===== src/rtl/csr_spmv_accumulate_defines.svh =====
// assertion macros for the csr sparse matrix-vector accumulator
`ifndef CSR_SPMV_ACCUMULATE_DEFINES_SVH
`define CSR_SPMV_ACCUMULATE_DEFINES_SVH

`ifndef SYNTHESIS

`define CSR_SPMV_ASSERT(lbl, clk, rst_n, prop, msg) \
    lbl: assert property (@(posedge clk) disable iff (!rst_n) prop) else $error(msg);

`define CSR_SPMV_ASSERT_NORST(lbl, clk, prop, msg) \
    lbl: assert property (@(posedge clk) prop) else $error(msg);

`else

`define CSR_SPMV_ASSERT(lbl, clk, rst_n, prop, msg)

`define CSR_SPMV_ASSERT_NORST(lbl, clk, prop, msg)

`endif

`endif


===== src/rtl/csr_spmv_pkg.sv =====
package csr_spmv_pkg;

    localparam int IDX_W = 10;
    localparam int VAL_W = 32;
    localparam int ACC_W = 48;

    localparam logic signed [ACC_W-1:0] ACC_MAX = 48'sh7FFF_FFFF_FFFF;
    localparam logic signed [ACC_W-1:0] ACC_MIN = 48'sh8000_0000_0000;

    typedef enum logic [1:0] {
        REQ_CLEAR = 2'd0,
        REQ_WRITE = 2'd1,
        REQ_APPLY = 2'd2,
        REQ_READ  = 2'd3
    } t_req;

    typedef enum logic [2:0] {
        ST_IDLE,
        ST_CLEAR,
        ST_MUL,
        ST_ACC,
        ST_READ
    } t_state;

endpackage


===== src/rtl/csr_spmv_mac.sv =====
module csr_spmv_mac (
    input  logic                                     i_clk,
    input  logic                                     i_mul_en,
    input  logic signed [csr_spmv_pkg::VAL_W-1:0]    i_value,
    input  logic signed [csr_spmv_pkg::VAL_W-1:0]    i_vec,
    input  logic signed [csr_spmv_pkg::ACC_W-1:0]    i_acc,
    output logic signed [csr_spmv_pkg::ACC_W-1:0]    o_sum,
    output logic                                     o_ovf
);

    import csr_spmv_pkg::*;

    logic signed [2*VAL_W-1:0] w_prod;
    logic signed [2*VAL_W-1:0] r_prod;
    logic signed [ACC_W:0]     w_sum;

    assign w_prod = i_value * i_vec;

    always_ff @(posedge i_clk) begin
        if (i_mul_en) begin
            r_prod <= w_prod;
        end
    end

    // round half up: add bit 15 as carry into the upper part
    assign w_sum = (ACC_W+1)'(i_acc)
                 + (ACC_W+1)'($signed(r_prod[2*VAL_W-1:16]))
                 + (ACC_W+1)'(r_prod[15]);

    always_comb begin
        o_ovf = (w_sum[ACC_W] != w_sum[ACC_W-1]);
        if (!o_ovf) begin
            o_sum = w_sum[ACC_W-1:0];
        end else if (w_sum[ACC_W]) begin
            o_sum = ACC_MIN;
        end else begin
            o_sum = ACC_MAX;
        end
    end

endmodule


===== config.mk =====
export PLATFORM = sky130hd
export DESIGN_NAME = csr_spmv_mac
export DESIGN_NICKNAME = d
export VERILOG_FILES = /design/src/rtl/csr_spmv_accumulate_defines.svh /design/src/rtl/csr_spmv_pkg.sv /design/src/rtl/csr_spmv_mac.sv
export SDC_FILE = /design/constraint.sdc
export NUM_CORES = 2
export LEC_CHECK = 0
export BUFFER_PORTS_ARGS = -buffer_cell sky130_fd_sc_hd__buf_2
export CORE_AREA = 8 8 256 258
export DETAILED_ROUTE_END_ITERATION = 10
export DIE_AREA = 0 0 264 266
export GPL_ROUTABILITY_DRIVEN = 0
export PLACE_DENSITY_LB_ADDON = 0.15
export SYNTH_ARGS = -nofsm -noshare
export SYNTH_HDL_FRONTEND = slang
export SYNTH_SLANG_ARGS = --single-unit

===== constraint.sdc =====
create_clock -name i_clk -period 9.05 [get_ports i_clk]
set_input_delay 0.4525 -clock i_clk [delete_from_list [all_inputs] [get_ports i_clk]]
set_output_delay 0.4525 -clock i_clk [all_outputs]
set_load 0.005 [all_outputs]

==> impl_results.md <==
- Crit path buf inv count: 9
- Most used flip-flop cell after synthesis: edfxtp_1
- Number of global-route vias before repair: 31413
- Largest stage delay on the critical path: 0.56 ns
- Worst Hold Class: in -> reg
- Biggest regs: r_prod x49
- Setup crit start kind: input pin
- Max-cap violations: 0
- Grt ovf: 0
- Synth cell count leaders: fa_1, inv_1, nand2_1, and2_1, ha_1
- Status: finished clean
- Max H-tree Level: 2
- Hold worst-path end: r_prod[59]$_DFFE_PP_
- Cell count after synthesis: 4253
- DP HPWL: 85420 um
- Seq cells post-synth: 49
- Slowest cell on crit path: fa_1
- Synth warn: 0
- Share of the synthesized area in the top cell type: 0.5417
- Post_cts resized: 0
- CP Data Required Time: 9.16 ns
- 1st-pass router iterations: 5
- Layout cells sized above 1: 0.05635
- Syn_nets: 5677
- Critical Path Most Common Cell: fa_1
- ANT nets after route: 0
- Netlist Area Pre-Place: 40020 um2
- Post-layout minimum cycle time: 8.325 ns
- Count of final hold-check violations: 0
- Setup_tns: 0 ns
- CP endpoint kind: flip-flop
- Slew Limit Fails: 0
- Core Rows: 91
- Core ar.: 61260 um2
- Final setup viols: 0
- Initial antenna violation count: 13
- CTS clk-pin slew, worst paths: 0.07 ns
- DIE WIDTH: 264 um
- CP startpoint: i_vec[6]
- Clock root cell: clkbuf_16
- Crit Path Class: in -> reg
- First DRT Iteration DRCs: 1603
- Total die area: 70220 um2
- Post-CTS Setup Bufs: 0
- Yosys top cell by area: fa_1
- Vias: 28753
- Total CTS buffers: 5
- WL/cell: 19.97 um
- RSZ-0062 raised after global routing: false
- Post-synthesis cell type count: 75
- Least-Margin Pin Slew: 0.8166 ns
- # hold bufs at CTS: 0
- Max_slew headroom: 0.4556
- Max Freq: 120.1 MHz
- Total track usage: 0.2961
- HP Start: i_mul_en
- Max reg flops: 49
- Mapped Avg Cell Area: 9.410 um2
- WL final: 100600 um
- Clk buf depth: 2
- EDFF count, synth: 49
- DRC Markers: 0
- First-pass GRT wire length: 164800 um
- Synth top area cells: fa_1, inv_1, and2_1
- Reg with most FFs: r_prod
- Share of the yosys chip area belonging to registers: 0.03677
- CTS tree: built
- Crit path max fanout: 32
- # port buffers: 162
- Final nets: 5664
- Post-synth ARST share: 0
- Tcrit/Tclk final: 0.9198
- Clk sinks: 49
- Most common cell in the netlist: fa_1
- Min-Delay Path Depth: 2
- Vias per cell: 5.704
- Critical Path AT: 8.43 ns
- Largest net degree at the start of global routing: 50
- I/O pin count: 163
- Worst path top cell family by delay: adder cells
- Starting Density: 0.6533
- Area delta synth->final: 3.555%
- Die H: 266 um
placed cells by master, fill, tap and decap left out, types with 16 or more instances in the layout:
| master | count |
|---|---|
| buf_4 | 43 |
| nand2_1 | 542 |
| inv_1 | 962 |
| nor2_1 | 76 |
| fa_1 | 1083 |
| nand4_1 | 23 |
| buf_2 | 162 |
| a21oi_1 | 106 |
| and2_1 | 512 |
| xnor2_1 | 72 |
| o21ai_0 | 66 |
| edfxtp_1 | 49 |
| xor2_1 | 32 |
| a21o_1 | 77 |
| ha_1 | 227 |
| nand3_1 | 16 |
cell families (layout without fill, tap and decap cells):
kind of cell               after synthesis  count (layout)  synth area share
AOI/OAI and AO/OA                      363             363           0.05984
xor gates and xnor gates               104             104           0.02276
adders and majority gates             1315            1315            0.6140
buffers and inverters                 1187            1175            0.1120
DFF                                     49              49           0.03677
muxes                                    3               3         0.0007504
other                                    0              10                 0
and+or+nand+nor                       1232            1232            0.1539
worst max path at each step:
stage	endpoint	slack, ns	depth (start not counted)
CTS	r_prod[62]$_DFFE_PP_	0.73	28
global route	r_prod[62]$_DFFE_PP_	0.30	28
finish	r_prod[62]$_DFFE_PP_	0.73	28
global placement	r_prod[61]$_DFFE_PP_	0.65	27
detailed placement	r_prod[62]$_DFFE_PP_	0.44	28
floorplan	r_prod[61]$_DFFE_PP_	0.82	26
cell type report:
type / instances / area [um2]
diodes: 10 / 25.02
clock buffers: 5 / 125.1
clock inverters: 3 / 21.27
fillers: 4915 / 19810
inverters: 962 / 3611
multi-input cells: 3017 / 34070
flip-flops and latches: 49 / 1471
well taps: 790 / 988.4
repair buffers: 205 / 1134
layer usage:
metal,wire [um],vias to the layer above,track usage
met5,63,-,0
met4,6116,10,0.1436
met3,5506,330,0.03635
met2,52540,1009,0.5326
met1,36420,14930,0.3519
li1,-,12474,-
stage by stage:
| stage | instance area, um2 | worst slack (ns) | hold WS (ns) | utilization | instances |
|---|---|---|---|---|---|
| floorplan | 40020 | 0.8173 | 0.5650 | - | 4253 |
| global placement | 41270 | 0.6496 | 1.102 | 0.6738 | 5023 |
| detailed placement | 41270 | 0.4438 | 1.112 | 0.6738 | 5023 |
| CTS | 41420 | 0.7336 | 0.7962 | 0.6762 | 5031 |
| global route | 41430 | 0.2981 | 0.8157 | 0.6763 | 5034 |
| finish | 41440 | 0.7254 | 0.7910 | 0.6766 | 5041 |
Power is not shown: default switching activity piles up to over one toggle a cycle in this logic, so the estimate is an artifact.
